### config.mk
export PLATFORM = sky130hd
export DESIGN_NAME = cra_cell
export DESIGN_NICKNAME = d
export VERILOG_FILES = /design/src/sv/cra_pkg.sv /design/src/sv/cra_cell.sv
export SDC_FILE = /design/constraint.sdc
export NUM_CORES = 1
export LEC_CHECK = 0
export ABC_AREA = 1
export ABC_CLOCK_PERIOD_IN_PS = 4700
export BUFFER_PORTS_ARGS = -buffer_cell sky130_fd_sc_hd__buf_4
export CORE_MARGIN = 4
export CORE_UTILIZATION = 35
export CTS_CLUSTER_SIZE = 12
export DETAILED_ROUTE_END_ITERATION = 12
export GPL_TIMING_DRIVEN = 0
export PLACE_DENSITY = 0.61
export SETUP_SLACK_MARGIN = 0.4
export SLEW_MARGIN = 30
export SYNTH_ARGS = -nofsm -noshare
export SYNTH_HDL_FRONTEND = slang
export SYNTH_SLANG_ARGS = --single-unit
### constraint.sdc
create_clock -name clk_i -period 4.7 [get_ports clk_i]
set_clock_uncertainty 0.1 [all_clocks]
set_input_delay 0.235 -clock clk_i [delete_from_list [all_inputs] [get_ports clk_i]]
set_output_delay 0.235 -clock clk_i [all_outputs]
set_load 0.005 [all_outputs]
### src/sv/cra_pkg.sv
`default_nettype none
package cra_pkg;

  localparam int MaxRegions = 64;
  localparam int AddrBits   = 20;
  localparam int OwnerBits  = 16;
  localparam int IdxW       = $clog2(MaxRegions);
  localparam int CntW       = $clog2(MaxRegions + 1);

  localparam logic [1:0] OP_REQUEST = 2'd0;
  localparam logic [1:0] OP_RELEASE = 2'd1;
  localparam logic [1:0] OP_COMPACT = 2'd2;

  localparam logic [1:0] FIT_FIRST = 2'd0;
  localparam logic [1:0] FIT_BEST  = 2'd1;
  localparam logic [1:0] FIT_WORST = 2'd2;

  localparam logic [2:0] ST_OK      = 3'd0;
  localparam logic [2:0] ST_ZERO    = 3'd1;
  localparam logic [2:0] ST_HELD    = 3'd2;
  localparam logic [2:0] ST_NOFIT   = 3'd3;
  localparam logic [2:0] ST_UNKNOWN = 3'd4;
  localparam logic [2:0] ST_FULL    = 3'd5;

  localparam logic [AddrBits-1:0] TotalReset = AddrBits'(1024);

  typedef struct packed {
    logic [AddrBits-1:0]  start;
    logic [AddrBits-1:0]  size;
    logic                 free;
    logic [OwnerBits-1:0] owner;
  } entry_t;

  typedef enum logic [2:0] {
    CMD_NOP,
    CMD_ROT,
    CMD_INS,
    CMD_DEL,
    CMD_WR
  } cmd_kind_e;

  typedef struct packed {
    cmd_kind_e       kind;
    logic [IdxW-1:0] idx;
    entry_t          wa;
    entry_t          wb;
  } cell_cmd_t;

endpackage
`default_nettype wire

### src/sv/cra_cell.sv
`default_nettype none
module cra_cell
  import cra_pkg::*;
(
  input  wire logic            clk_i,
  input  wire logic [IdxW-1:0] my_idx_i,
  input  wire cell_cmd_t       cmd_i,
  input  wire logic [IdxW-1:0] probe_i,
  input  wire entry_t          left_i,
  input  wire entry_t          right_i,
  output entry_t               entry_o,
  output logic                 hit_o
);

  entry_t entry_q, entry_d;
  logic [IdxW:0] my_ext, idx_ext, idx_nxt;

  assign my_ext  = {1'b0, my_idx_i};
  assign idx_ext = {1'b0, cmd_i.idx};
  assign idx_nxt = idx_ext + 1'b1;

  always_comb begin
    entry_d = entry_q;
    unique case (cmd_i.kind)
      CMD_ROT: entry_d = right_i;
      CMD_INS: begin
        if (my_ext > idx_nxt) begin
          entry_d = left_i;
        end else if (my_ext == idx_nxt) begin
          entry_d = cmd_i.wb;
        end else if (my_ext == idx_ext) begin
          entry_d = cmd_i.wa;
        end
      end
      CMD_DEL: begin
        if (my_ext >= idx_ext) begin
          entry_d = right_i;
        end
      end
      CMD_WR: begin
        if (my_ext == idx_ext) begin
          entry_d = cmd_i.wa;
        end
      end
      default: entry_d = entry_q;
    endcase
  end

  always_ff @(posedge clk_i) begin
    entry_q <= entry_d;
  end

  assign entry_o = entry_q;
  assign hit_o   = entry_q.free && (my_idx_i == probe_i);

endmodule
`default_nettype wire

==> results list <==
* Ratio of cells with drive above 1 in the final layout: 24.40%
- Counting flops with an async set or reset pin after synthesis yields a share of 0%.
- Cell count after placement: 1,721
* I/O pins: 308
- Detailed routing placed a total of 12,580 µm of wire on met2.
- The slowest stage of the critical path is the buf_2 cell.
* RSZ-0062 raised after global routing: no
- Biggest area consumer among synthesized cells: edfxtp_1
* Largest stage delay, worst path: 320 ps
* Area of the die: 20,940 µm²
- The die is 144.7 µm tall.
- First-pass GRT wire length: 39,140 µm
- Most instantiated flip-flop cell in the synthesis netlist: edfxtp_1
* N_diodes: 0
- Cts bufs inserted: 9
* Average cell area after synthesis: 5.524 µm²
- Number of search-and-repair iterations in the first detailed-routing pass: 4
* Kind of critical path: in2reg
- Width of the chip: 144.7 µm
- Routability-driven placement finished with a final weighted congestion of 0.9219.
* Worst-path clk slew: 60 ps
- Cts hold-fix bufs: 0
* Final hold violations: 0
- Ratio of routed vias to standard cells: 4.636
* Count of buffers inserted at the top-level ports: 307
- Sequential cells were found to cover 26.17% of the synthesized design area.
- Row generation in the floorplan step produced 49 rows.
* Total number of vias: 8,053
- Final hold analysis gives a worst-case slack of 181.3 ps.
* Initial Utilization: 36.04%
- Together, buffers and inverters on the worst path number 6.
* Maximum buffer depth of the clock tree: 2
* Floorplan core area: 18,150 µm²
* Wire length on met1: 10,570 µm
* Number of global-route vias before repair: 7,515
- Flip-flop count of the largest register after layout: 57
* Register bit total from synthesis: 57
- Relative area change from synthesis to final layout: 43.96%
- Worst Hold Class: in2reg
- The critical path starts at cmd_i[119].
- CTS sink cnt: 57
* Required time at the endpoint of the critical path: 4620 ps
- By area the synthesized netlist is led by edfxtp_1, nand2_1, inv_1, nand3_1, o21ai_0.
* Count of buffers added by post-CTS timing repair for setup: 0
- Clock tree from TritonCTS: yes
* Final sum of negative setup slack: 0 ps
* Pins Over Slew Limit: 0
* Remaining global-route overflow: 0
- Setup violations remaining at the end of the flow were counted as 0.
* Endpoint of the lowest-slack register-to-register path: entry_o[31]
- The finished cells cover 9415 µm².
- STA classifies the critical path endpoint as a flip-flop.
- Reg2Reg Depth: 6
* Netlist area before placement: 6540 µm²
- After detailed routing, the total wire length is 26,340 µm.
- Once detailed placement completed, the half-perimeter wirelength came to 19,980 µm.
- Once the clock tree was built, the resizer swapped 0 gates to a different size.
* Launch point of the worst reg-to-reg path: entry_o[31]
* Most common cell type on the critical path: buf_2
* Crit path depth: 12
- Nets: 1,766
- Run status: complete, no violations
* EDFF count, synth: 57
- Clock Latency Late Sink: 340 ps
- The worst pin sits at a relative slew slack of 57.03%.
- Post-Syn Instances: 1,184
- After detailed routing, no signal wire sits above met4.
* Maximum number of pins on one net before global-route repair: 41
* Number of nets in the synthesized netlist: 1,447
- Dividing the detail-routed wire length by the instance count gives 15.16 µm.
- Final critical-path share of the clock period: 57.71%
- Along the worst path, the maximum fanout reaches 40.
* Combined global-route utilization of all metal layers: 23.98%
- Counting I/O delays and the setup requirement, the final critical path takes 2712 ps.
* Arrival @ worst endpoint: 2630 ps
- Slew of the pin with the lowest slew margin: 644.6 ps
- After detailed routing, the number of remaining DRC violations is 0.
* Proportion of netlist area held by the largest area contributor: 26.17%
- Based on the critical path, the design can be clocked at up to 368.7 MHz.
- Number of cells in the finished layout apart from fillers: 1,737
- For this block, the initial DRC count from the detailed router was 462.
* Kind of cell adding the most delay to the critical path: buffers and inverters
* Cells along the critical path: buf_4 -> inv_1 -> ha_1 -> nand2_1 -> nor2_2 -> buf_2 -> buf_2 -> o21ai_0 -> nand4_1 -> o22ai_1 -> inv_4 -> buf_16
- The number of different library cells used by synthesis comes to 26.
- Static leakage: 5.631 nW
- Cell area after placement: 9161 µm²
- The Yosys step of the flow raised 0 warnings.
- Reg2Reg Setup Slack: 3430 ps
* ANT nets after route: 0
* Root buffer cell: clkbuf_16
- Number of max-cap violations: 0
* Cell area power density: 214.9 nW/µm²
* CP Launch Type: input pin
- The H-tree was split into 3 levels.
* Maximum ir drop on the vdd rail: 0.1519 mV
* Detail Route met3 WL: 2382 µm
- Number of antenna violations at the first check in global routing: 0
- Setup crit end: entry_o[24]
## synth_stat cells (8+ instances only)
cell      count
nand2_1     415
inv_1       292
nand3_1     175
nor2_1       69
o21ai_0      59
edfxtp_1     57
buf_2        29
clkbuf_1     21
ha_1         13
clkinv_1     11
buf_4         8
## through the flow
stage | total power, mW | worst slack [ps] | utilization [%]
2_1_floorplan | 1.059 | 1665 | -
4_1_cts | 2.036 | 1972 | 51.88
3_3_place_gp | 1.423 | 203.9 | 50.32
6_report | 2.023 | 1988 | 51.88
3_5_place_dp | 1.434 | 1619 | 50.48
5_1_grt | 2.148 | 1848 | 51.88
## area by class of cell
cell class,count,area [µm²]
plain buffers,66,344.1
clock buffers,10,229.0
clock inverters,6,25.02
fillers,1953,8732
inverters,304,1144
multi-input cells,757,3343
flip-flops and latches,57,1712
well taps,229,286.5
repair buffers,308,2332
## tightest hold or removal path, cell delays in order
cell and delay [ps]:
buf_4 80, inv_1 30, nand3_1 60, nand3_1 60, nand2_1 60
## metal layers
layer  global-route usage, %  up-vias
met5                       0        -
met4                   8.738        0
met3                   4.929       42
met2                   41.31      325
met1                   29.67     3529
li1                        -     4157
## cells by family after synthesis
kind of cell    after synthesis  synth area share, %
xor+xnor                     10                1.339
simple gates                668                42.17
buf+inv                     370                22.71
flops                        57                26.17
fa+ha+maj                    13                2.487
compound gates               66                5.127
## worst min path at each step
stage | from | end | slack (ps) | cells past startpoint
after floorplan | left_i[27] | entry_o[27] | 420 | 4
after global placement | left_i[24] | entry_o[24] | 520 | 5
after detailed placement | left_i[3] | entry_o[3] | 530 | 5
after CTS | left_i[3] | entry_o[3] | 170 | 5
after global routing | left_i[47] | entry_o[47] | 200 | 5
final | left_i[32] | entry_o[32] | 180 | 5
## placed cells by master, fill, tap and decap left out
master	instances
a21oi_1	4
buf_1	4
buf_16	1
buf_2	29
buf_4	315
buf_6	4
clkbuf_1	22
clkbuf_16	9
clkinv_1	15
clkinv_2	2
edfxtp_1	57
ha_1	13
inv_1	291
inv_2	1
inv_4	1
nand2_1	415
nand3_1	175
nand3_2	1
nand4_1	3
nor2_1	69
nor2_2	2
nor2_4	1
nor4_1	1
o21ai_0	59
o21ai_1	1
o21ai_2	1
o22ai_1	1
or2_2	1
xnor2_1	5
xor2_1	5
## power by group
group          switching, mW  internal [mW]
clock network          0.251          0.348
registers             0.0294          0.630
logic                  0.409          0.356
Note: power is estimated with default switching activity, not from simulation.
