<file path="config.mk">
export PLATFORM = sky130hd
export DESIGN_NAME = cra_ctrl
export DESIGN_NICKNAME = d
export VERILOG_FILES = /design/src/sv/cra_pkg.sv /design/src/sv/cra_ctrl.sv
export SDC_FILE = /design/constraint.sdc
export NUM_CORES = 1
export LEC_CHECK = 0
export ABC_AREA = 1
export BUFFER_PORTS_ARGS = -buffer_cell sky130_fd_sc_hd__buf_4
export CAP_MARGIN = 40
export CORE_AREA = 2 2 213 215
export DETAILED_ROUTE_END_ITERATION = 12
export DIE_AREA = 0 0 215 217
export GPL_TIMING_DRIVEN = 0
export PLACE_DENSITY = 0.8
export SETUP_SLACK_MARGIN = 0.2
export SLEW_MARGIN = 10
export SYNTH_ARGS = -nofsm -noshare
export SYNTH_HDL_FRONTEND = slang
export SYNTH_SLANG_ARGS = --single-unit
</file>
<file path="constraint.sdc">
create_clock -name clk_i -period 8.82 [get_ports clk_i]
set_input_delay 2.205 -clock clk_i [delete_from_list [all_inputs] [get_ports clk_i]]
set_output_delay 2.205 -clock clk_i [all_outputs]
set_load 0.02 [all_outputs]
</file>
<file path="src/sv/cra_pkg.sv">
`default_nettype none
package cra_pkg;

  localparam int MaxRegions = 64;
  localparam int AddrBits   = 20;
  localparam int OwnerBits  = 16;
  localparam int IdxW       = $clog2(MaxRegions);
  localparam int CntW       = $clog2(MaxRegions + 1);

  localparam logic [1:0] OP_REQUEST = 2'd0;
  localparam logic [1:0] OP_RELEASE = 2'd1;
  localparam logic [1:0] OP_COMPACT = 2'd2;

  localparam logic [1:0] FIT_FIRST = 2'd0;
  localparam logic [1:0] FIT_BEST  = 2'd1;
  localparam logic [1:0] FIT_WORST = 2'd2;

  localparam logic [2:0] ST_OK      = 3'd0;
  localparam logic [2:0] ST_ZERO    = 3'd1;
  localparam logic [2:0] ST_HELD    = 3'd2;
  localparam logic [2:0] ST_NOFIT   = 3'd3;
  localparam logic [2:0] ST_UNKNOWN = 3'd4;
  localparam logic [2:0] ST_FULL    = 3'd5;

  localparam logic [AddrBits-1:0] TotalReset = AddrBits'(1024);

  typedef struct packed {
    logic [AddrBits-1:0]  start;
    logic [AddrBits-1:0]  size;
    logic                 free;
    logic [OwnerBits-1:0] owner;
  } entry_t;

  typedef enum logic [2:0] {
    CMD_NOP,
    CMD_ROT,
    CMD_INS,
    CMD_DEL,
    CMD_WR
  } cmd_kind_e;

  typedef struct packed {
    cmd_kind_e       kind;
    logic [IdxW-1:0] idx;
    entry_t          wa;
    entry_t          wb;
  } cell_cmd_t;

endpackage
`default_nettype wire

</file>
<file path="src/sv/cra_ctrl.sv">
`default_nettype none
module cra_ctrl
  import cra_pkg::*;
(
  input  wire logic                 clk_i,
  input  wire logic                 rst_ni,
  input  wire logic                 in_valid_i,
  output logic                      in_ready_o,
  input  wire logic [1:0]           op_i,
  input  wire logic [OwnerBits-1:0] owner_id_i,
  input  wire logic [AddrBits-1:0]  req_size_i,
  input  wire logic [1:0]           strategy_i,
  output logic                      out_valid_o,
  input  wire logic                 out_ready_i,
  output logic [2:0]                status_o,
  output logic [AddrBits-1:0]       start_addr_o,
  input  wire logic                 cfg_we_i,
  input  wire logic [AddrBits-1:0]  cfg_wdata_i,
  input  wire entry_t               head_i,
  input  wire logic                 probe_hit_i,
  output cell_cmd_t                 cmd_o,
  output logic [IdxW-1:0]           probe_o
);

  localparam logic [3:0] S_IDLE   = 4'd0;
  localparam logic [3:0] S_INIT   = 4'd1;
  localparam logic [3:0] S_SCAN   = 4'd2;
  localparam logic [3:0] S_DECIDE = 4'd3;
  localparam logic [3:0] S_DEL    = 4'd4;
  localparam logic [3:0] S_CDEL   = 4'd5;
  localparam logic [3:0] S_CFIX   = 4'd6;
  localparam logic [3:0] S_DONE   = 4'd7;

  localparam logic [IdxW-1:0] LastIdx = IdxW'(MaxRegions - 1);
  localparam logic [CntW-1:0] MaxCnt  = CntW'(MaxRegions);

  logic [3:0]           state_q, state_d;
  logic [1:0]           op_q, op_d, strat_q, strat_d;
  logic [OwnerBits-1:0] owner_q, owner_d;
  logic [AddrBits-1:0]  size_q, size_d, total_q, total_d;
  logic [CntW-1:0]      count_q, count_d, ptr_q, ptr_d;
  logic [IdxW-1:0]      t_q, t_d, r_q, r_d, pidx_q, pidx_d, del_idx_q, del_idx_d;
  logic                 found_q, found_d, pick_q, pick_d, nxt_ok_q, nxt_ok_d;
  logic                 hole_q, hole_d;
  logic [1:0]           ndel_q, ndel_d;
  entry_t               prev_q, prev_d, e_prev_q, e_prev_d, e_r_q, e_r_d;
  entry_t               e_next_q, e_next_d;
  logic [AddrBits-1:0]  psize_q, psize_d, pstart_q, pstart_d;
  logic [AddrBits:0]    pos_q, pos_d;
  logic [2:0]           status_q, status_d, ostat_q, ostat_d;
  logic [AddrBits-1:0]  addr_q, addr_d, oaddr_q, oaddr_d;
  logic                 ovalid_q, ovalid_d;

  logic          live, take, pfree, nfree;
  logic [CntW:0] t_ext;
  entry_t        w_a, w_b, fed;

  always_comb begin
    state_d = state_q;   op_d = op_q;         strat_d = strat_q;
    owner_d = owner_q;   size_d = size_q;     total_d = total_q;
    count_d = count_q;   ptr_d = ptr_q;       t_d = t_q;
    r_d = r_q;           pidx_d = pidx_q;     del_idx_d = del_idx_q;
    found_d = found_q;   pick_d = pick_q;     nxt_ok_d = nxt_ok_q;
    hole_d = hole_q;     ndel_d = ndel_q;     prev_d = prev_q;
    e_prev_d = e_prev_q; e_r_d = e_r_q;       e_next_d = e_next_q;
    psize_d = psize_q;   pstart_d = pstart_q; pos_d = pos_q;
    status_d = status_q; addr_d = addr_q;
    ostat_d = ostat_q;   oaddr_d = oaddr_q;   ovalid_d = ovalid_q;

    cmd_o    = '{kind: CMD_NOP, idx: '0, wa: '0, wb: '0};
    probe_o  = ptr_q[IdxW-1:0];
    live     = ({1'b0, t_q} < count_q);
    t_ext    = {2'b0, t_q} + 1'b1;
    take     = 1'b0;
    pfree    = (r_q != '0) && e_prev_q.free;
    nfree    = nxt_ok_q && e_next_q.free;
    w_a      = '0;
    w_b      = '0;
    fed      = head_i;

    if (ovalid_q && out_ready_i) begin
      ovalid_d = 1'b0;
    end

    unique case (state_q)
      S_IDLE: begin
        if (in_valid_i) begin
          op_d     = op_i;
          owner_d  = owner_id_i;
          size_d   = req_size_i;
          strat_d  = strategy_i;
          t_d      = '0;
          ptr_d    = '0;
          found_d  = 1'b0;
          pick_d   = 1'b0;
          nxt_ok_d = 1'b0;
          hole_d   = 1'b0;
          pos_d    = '0;
          status_d = ST_OK;
          addr_d   = '0;
          unique case (op_i)
            OP_REQUEST, OP_RELEASE: state_d = S_SCAN;
            OP_COMPACT:             state_d = S_CDEL;
            default:                state_d = S_DONE;
          endcase
        end
      end
      S_INIT: begin
        cmd_o.kind = CMD_WR;
        cmd_o.wa   = '{start: '0, size: total_q, free: 1'b1, owner: '0};
        state_d    = S_IDLE;
      end
      S_SCAN: begin
        cmd_o.kind = CMD_ROT;
        cmd_o.wa   = head_i;
        prev_d     = head_i;
        if (live && !head_i.free && head_i.owner == owner_q && !found_q) begin
          found_d  = 1'b1;
          r_d      = t_q;
          e_r_d    = head_i;
          e_prev_d = prev_q;
        end
        if (found_q && {1'b0, t_q} == {1'b0, r_q} + 1'b1) begin
          e_next_d = head_i;
          nxt_ok_d = live;
        end
        if (live && head_i.free && head_i.size >= size_q) begin
          unique case (strat_q)
            FIT_FIRST: take = !pick_q;
            FIT_BEST:  take = !pick_q || head_i.size < psize_q;
            FIT_WORST: take = !pick_q || head_i.size > psize_q;
            default:   take = 1'b0;
          endcase
        end
        if (take) begin
          pick_d   = 1'b1;
          pidx_d   = t_q;
          psize_d  = head_i.size;
          pstart_d = head_i.start;
        end
        t_d = t_q + 1'b1;
        if (t_q == LastIdx) begin
          state_d = S_DECIDE;
        end
      end
      S_DECIDE: begin
        state_d = S_DONE;
        if (op_q == OP_REQUEST) begin
          w_a = '{start: pstart_q, size: size_q, free: 1'b0, owner: owner_q};
          w_b = '{start: pstart_q + size_q, size: psize_q - size_q, free: 1'b1,
                  owner: '0};
          priority if (size_q == '0) begin
            status_d = ST_ZERO;
          end else if (found_q) begin
            status_d = ST_HELD;
          end else if (!pick_q) begin
            status_d = ST_NOFIT;
          end else if (psize_q == size_q) begin
            cmd_o    = '{kind: CMD_WR, idx: pidx_q, wa: w_a, wb: w_b};
            addr_d   = pstart_q;
          end else if (count_q >= MaxCnt) begin
            status_d = ST_FULL;
          end else begin
            cmd_o    = '{kind: CMD_INS, idx: pidx_q, wa: w_a, wb: w_b};
            count_d  = count_q + 1'b1;
            addr_d   = pstart_q;
          end
        end else if (!found_q) begin
          status_d = ST_UNKNOWN;
        end else begin
          addr_d = e_r_q.start;
          priority if (pfree && nfree) begin
            w_a       = '{start: e_prev_q.start,
                          size: e_prev_q.size + e_r_q.size + e_next_q.size,
                          free: 1'b1, owner: '0};
            cmd_o     = '{kind: CMD_WR, idx: r_q - 1'b1, wa: w_a, wb: w_b};
            del_idx_d = r_q;
            ndel_d    = 2'd2;
            count_d   = count_q - 2'd2;
            state_d   = S_DEL;
          end else if (pfree) begin
            w_a       = '{start: e_prev_q.start, size: e_prev_q.size + e_r_q.size,
                          free: 1'b1, owner: '0};
            cmd_o     = '{kind: CMD_WR, idx: r_q - 1'b1, wa: w_a, wb: w_b};
            del_idx_d = r_q;
            ndel_d    = 2'd1;
            count_d   = count_q - 1'b1;
            state_d   = S_DEL;
          end else if (nfree) begin
            w_a       = '{start: e_r_q.start, size: e_r_q.size + e_next_q.size,
                          free: 1'b1, owner: '0};
            cmd_o     = '{kind: CMD_WR, idx: r_q, wa: w_a, wb: w_b};
            del_idx_d = r_q + 1'b1;
            ndel_d    = 2'd1;
            count_d   = count_q - 1'b1;
            state_d   = S_DEL;
          end else begin
            w_a   = '{start: e_r_q.start, size: e_r_q.size, free: 1'b1, owner: '0};
            cmd_o = '{kind: CMD_WR, idx: r_q, wa: w_a, wb: w_b};
          end
        end
      end
      S_DEL: begin
        cmd_o.kind = CMD_DEL;
        cmd_o.idx  = del_idx_q;
        ndel_d     = ndel_q - 1'b1;
        if (ndel_q == 2'd1) begin
          state_d = S_DONE;
        end
      end
      S_CDEL: begin
        if (ptr_q >= count_q) begin
          t_d     = '0;
          state_d = S_CFIX;
        end else if (probe_hit_i) begin
          cmd_o.kind = CMD_DEL;
          cmd_o.idx  = ptr_q[IdxW-1:0];
          count_d    = count_q - 1'b1;
        end else begin
          ptr_d = ptr_q + 1'b1;
        end
      end
      S_CFIX: begin
        if (live) begin
          fed.start = pos_q[AddrBits-1:0];
          pos_d     = pos_q + {1'b0, head_i.size};
        end else if ({1'b0, t_q} == count_q && pos_q < {1'b0, total_q}
                     && count_q < MaxCnt) begin
          fed    = '{start: pos_q[AddrBits-1:0],
                     size: total_q - pos_q[AddrBits-1:0], free: 1'b1, owner: '0};
          hole_d = 1'b1;
        end
        cmd_o.kind = CMD_ROT;
        cmd_o.wa   = fed;
        t_d        = t_q + 1'b1;
        if (t_q == LastIdx) begin
          count_d = count_q + CntW'(hole_d);
          state_d = S_DONE;
        end
      end
      S_DONE: begin
        if (!ovalid_q || out_ready_i) begin
          ovalid_d = 1'b1;
          ostat_d  = status_q;
          oaddr_d  = addr_q;
          state_d  = S_IDLE;
        end
      end
      default: state_d = S_IDLE;
    endcase

    if (cfg_we_i) begin
      total_d = cfg_wdata_i;
      count_d = CntW'(1);
      state_d = S_INIT;
    end
    if (t_ext > {1'b0, MaxCnt}) begin
      t_d = '0;
    end
  end

  always_ff @(posedge clk_i or negedge rst_ni) begin
    if (!rst_ni) begin
      state_q  <= S_INIT;
      total_q  <= TotalReset;
      count_q  <= CntW'(1);
      ovalid_q <= 1'b0;
    end else begin
      state_q  <= state_d;
      total_q  <= total_d;
      count_q  <= count_d;
      ovalid_q <= ovalid_d;
    end
  end

  always_ff @(posedge clk_i) begin
    op_q      <= op_d;      strat_q   <= strat_d;   owner_q  <= owner_d;
    size_q    <= size_d;    ptr_q     <= ptr_d;     t_q      <= t_d;
    r_q       <= r_d;       pidx_q    <= pidx_d;    del_idx_q <= del_idx_d;
    found_q   <= found_d;   pick_q    <= pick_d;    nxt_ok_q <= nxt_ok_d;
    hole_q    <= hole_d;    ndel_q    <= ndel_d;    prev_q   <= prev_d;
    e_prev_q  <= e_prev_d;  e_r_q     <= e_r_d;     e_next_q <= e_next_d;
    psize_q   <= psize_d;   pstart_q  <= pstart_d;  pos_q    <= pos_d;
    status_q  <= status_d;  addr_q    <= addr_d;
    ostat_q   <= ostat_d;   oaddr_q   <= oaddr_d;
  end

  assign in_ready_o   = (state_q == S_IDLE);
  assign out_valid_o  = ovalid_q;
  assign status_o     = ostat_q;
  assign start_addr_o = oaddr_q;

endmodule
`default_nettype wire
</file>
==> impl_metrics.csv <==
group,metric,value,unit
outcome,outcome,"complete, no violations",
sta,rsz0062_at_grt,"no",
logic_synthesis,yosysWarningCount,0,
place,dp.final_hpwl,78300,µm
floorplanning,die_y,217,µm
worst_setup_path,rr_worst_depth,21,
grt,grt_pass1_vias,24346,
worst_setup_path,crit_slowest_cell,"fa_1",
worst_setup_path,crit_type,"register to output port",
worst_setup_path,crit_fanout,6,
place,gp_congestion,1.01,
clock_network,clk_latency,0.59,ns
sta,setup_ws,1.59,ns
logic_synthesis,synth_edf_count,321,
worst_setup_path,crit_path_max_incr_delay,0.42,ns
drt,drc,0,
grt,grt_pass1_wl,146000,µm
drt,dr.pass1.iters,7,
grt,grt.busiest_layer,"met2",
sta,finalHoldViolCount,0,
worst_setup_path,worstPathRequired,6.62,ns
floorplanning,die_x,215,µm
logic_synthesis,synth_seq_cells,358,
finish,stdcell_area,0.0307,mm²
clock_network,clkSlewWorstSetupHoldPaths,0.07,ns
floorplanning,io_pins,277,
grt,grt_usage,41.7,%
sta,holdWs,0.412,ns
sta,finalSetupViolCount,0,
finish,layout_commonest_cell,"nand2_1",
drt,vias_per_cell,6.07,
floorplanning,core-area,0.0447,mm²
drt,postRouteAntennaNets,0,
finish,nNetsFinal,3991,
finish,layout_common_cells,"759 x nand2_1, 420 x inv_1, 321 x edfxtp_1",
min_path,min_from,"prev_q[32]",
clock_network,h-tree-depth,2,
logic_synthesis,synth_ff_type,"edfxtp_1",
worst_setup_path,cp_common_cell,"nand2_1",
worst_setup_path,r2r_end,"count_q[6]",
drt,first_iter_violations,3042,
drt,vias,25911,
finish,areaGrowthSynthToFinish,16.8,%
job,maxCapViolations,0,
place,placedInstanceArea,0.0293,mm²
clock_network,ctsRootBufferMaster,"clkbuf_16",
grt,use_met3,10.5,%
place,pre_cts_ws,2.32,ns
worst_setup_path,critPathArrivalTime,5.03,ns
sta,tns,0,ns
sta,relSlewSlack,38.3,%
logic_synthesis,synth.avg_cell_area,7.96,µm²
grt,grt_overflow,0,
worst_setup_path,r2r_slack,4.19,ns
finish,drive_gt1_share,12.0,%
sta,tightest_slew,0.924,ns
sta,min_period_over_period,82.0,%
clock_network,postCtsSetupRepairBufs,0,
logic_synthesis,synth-seq-area-share,40.1,%
power,power.density,216,mW/mm²
drt,wl_per_cell,23.3,µm
grt,grt_use_met1,51.8,%
clock_network,cts_made_buffers,42,
min_path,hold_path_end,"e_prev_q[32]",
clock_network,holdBufCountCts,0,
sta,slew_viol_final,0,
floorplanning,dieArea,0.0467,mm²
power,p_leak,14.0,nW
clock_network,cts_tree,"yes",
clock_network,cts_resized,0,
grt,antenna_found_initial,0,
power,ir_drop,0.251,mV
floorplanning,start_util,58.9,%
sta,max_freq,138,MHz
drt,wirelength,99700,µm
grt,grt_max_degree,53,
worst_setup_path,end_kind,"output port",
logic_synthesis,synthCells,3306,
worst_setup_path,rr_startpoint,"count_q[4]",
place,port_buffers,259,
sta,fin_skew,0.0261,ns
grt,grt_use_met2,66.3,%
min_path,whs_path_depth,0,
floorplanning,rows,78,
clock_network,cts.sinks,358,
clock_network,clockBufferDepth,3,
logic_synthesis,synthArstFlopShare,8.66,%
logic_synthesis,synthesis.area,0.0263,mm²
worst_setup_path,critPathLaunchType,"register",
logic_synthesis,synthDistinctLibCells,68,
power,power,6.62,mW
sta,finalWorstPathRequiredPeriod,7.23,ns
min_path,hold_class,"register to register",
-- worst max-delay path: cells and delay by family, from the launching register on --
kind	cells	cell delay, ns
AO/OA/AOI/OAI	1	0.22
XOR/XNOR	1	0.34
adder cells (fa/ha/maj)	3	1.17
buffers and inverters	4	0.44
flip-flops	1	0.40
AND/OR/NAND/NOR	16	1.87
-- worst max path at each step --
stage,startpoint,end,depth (start not counted)
after floorplan,head_i[11],e_prev_q[16],6
after global placement,head_i[11],e_r_q[30],7
after detailed placement,e_r_q[17],cmd_o[93],25
after CTS,e_r_q[17],cmd_o[93],25
after global routing,e_r_q[17],cmd_o[87],22
final,e_r_q[17],cmd_o[93],25
-- routing by layer --
layer / wire, µm / part of all wire [%]
met4: 6860 / 6.9
met5: 0 / 0
met3: 11600 / 12
met1: 36900 / 37
met2: 44300 / 44
-- report_power, final --
group / leakage [nW] / switching (mW) / total, mW / internal (mW)
sequential: 3.36 / 0.135 / 2.21 / 2.08
clock: 0.688 / 0.770 / 1.83 / 1.06
combinational: 9.98 / 1.78 / 2.58 / 0.801
-- registers in the layout (all words and copies together), names as in the netlist, 7 cells and up --
name and cells:
psize_q 20, start_addr_o 20, pos_q 21, pstart_q 20
e_next_q 21, owner_q 16, size_q 20, prev_q 41
ptr_q 7, e_r_q 40, e_prev_q 41, count_q 7
addr_q 20, total_q 20
-- final cells by class --
type | instances | area [µm²]
multi-input combinational | 2420 | 13700
fill | 3834 | 14000
buffer | 111 | 587
clock inverter | 27 | 298
clock buffer | 50 | 1110
timing repair buffer | 271 | 2150
inverter | 432 | 1620
sequential | 358 | 10500
antenna | 1 | 2.50
tap | 600 | 751
-- Yosys cell counts, types with 4 or more instances --
library cell	instances	share of area (%)
buf_1	18	0.26
nand4_1	52	1.2
dfxtp_1	6	0.46
or2_2	11	0.26
buf_2	24	0.46
nand2_1	759	11
buf_6	4	0.17
edfxtp_1	321	37
o21ai_1	34	0.65
ha_1	225	11
nor3_1	31	0.59
a31oi_1	7	0.17
a22o_1	11	0.37
nand3b_1	11	0.31
o21ai_0	241	4.6
inv_2	6	0.086
xor2_1	38	1.3
nor2_2	4	0.095
o21bai_1	37	1.1
buf_4	28	0.80
clkinv_1	5	0.071
and2_1	7	0.17
xnor2_1	17	0.57
fa_1	7	0.53
inv_1	420	6.0
a22oi_1	10	0.29
a211oi_1	5	0.14
a21oi_1	282	5.4
o31ai_1	7	0.20
o21a_1	14	0.40
nor2_1	233	3.3
o22ai_1	25	0.59
dfrtp_1	28	2.7
o211ai_1	42	1.2
a21o_1	14	0.40
nor4_1	10	0.24
o221ai_1	15	0.50
clkbuf_1	36	0.51
nand3_1	216	4.1
o2111ai_1	9	0.30
-- per-stage QoR --
stage / util [%] / cells
finish: 68.7 / 4270
floorplan: - / 3321
global placement: 65.0 / 4180
CTS: 68.7 / 4269
detailed placement: 65.6 / 4192
global route: 68.7 / 4269
-- logic make-up after synthesis --
| family | count (synthesis) | share of synthesized area (%) |
|---|---|---|
| simple gates | 1352 | 21.9 |
| compound gates | 765 | 16.6 |
| buf+inv | 543 | 8.38 |
| flops | 358 | 40.1 |
| fa+ha+maj | 232 | 11.2 |
| xor+xnor | 55 | 1.83 |
| other cells | 1 | 0.0143 |
No activity file was read; power rests on OpenSTA's default activity.
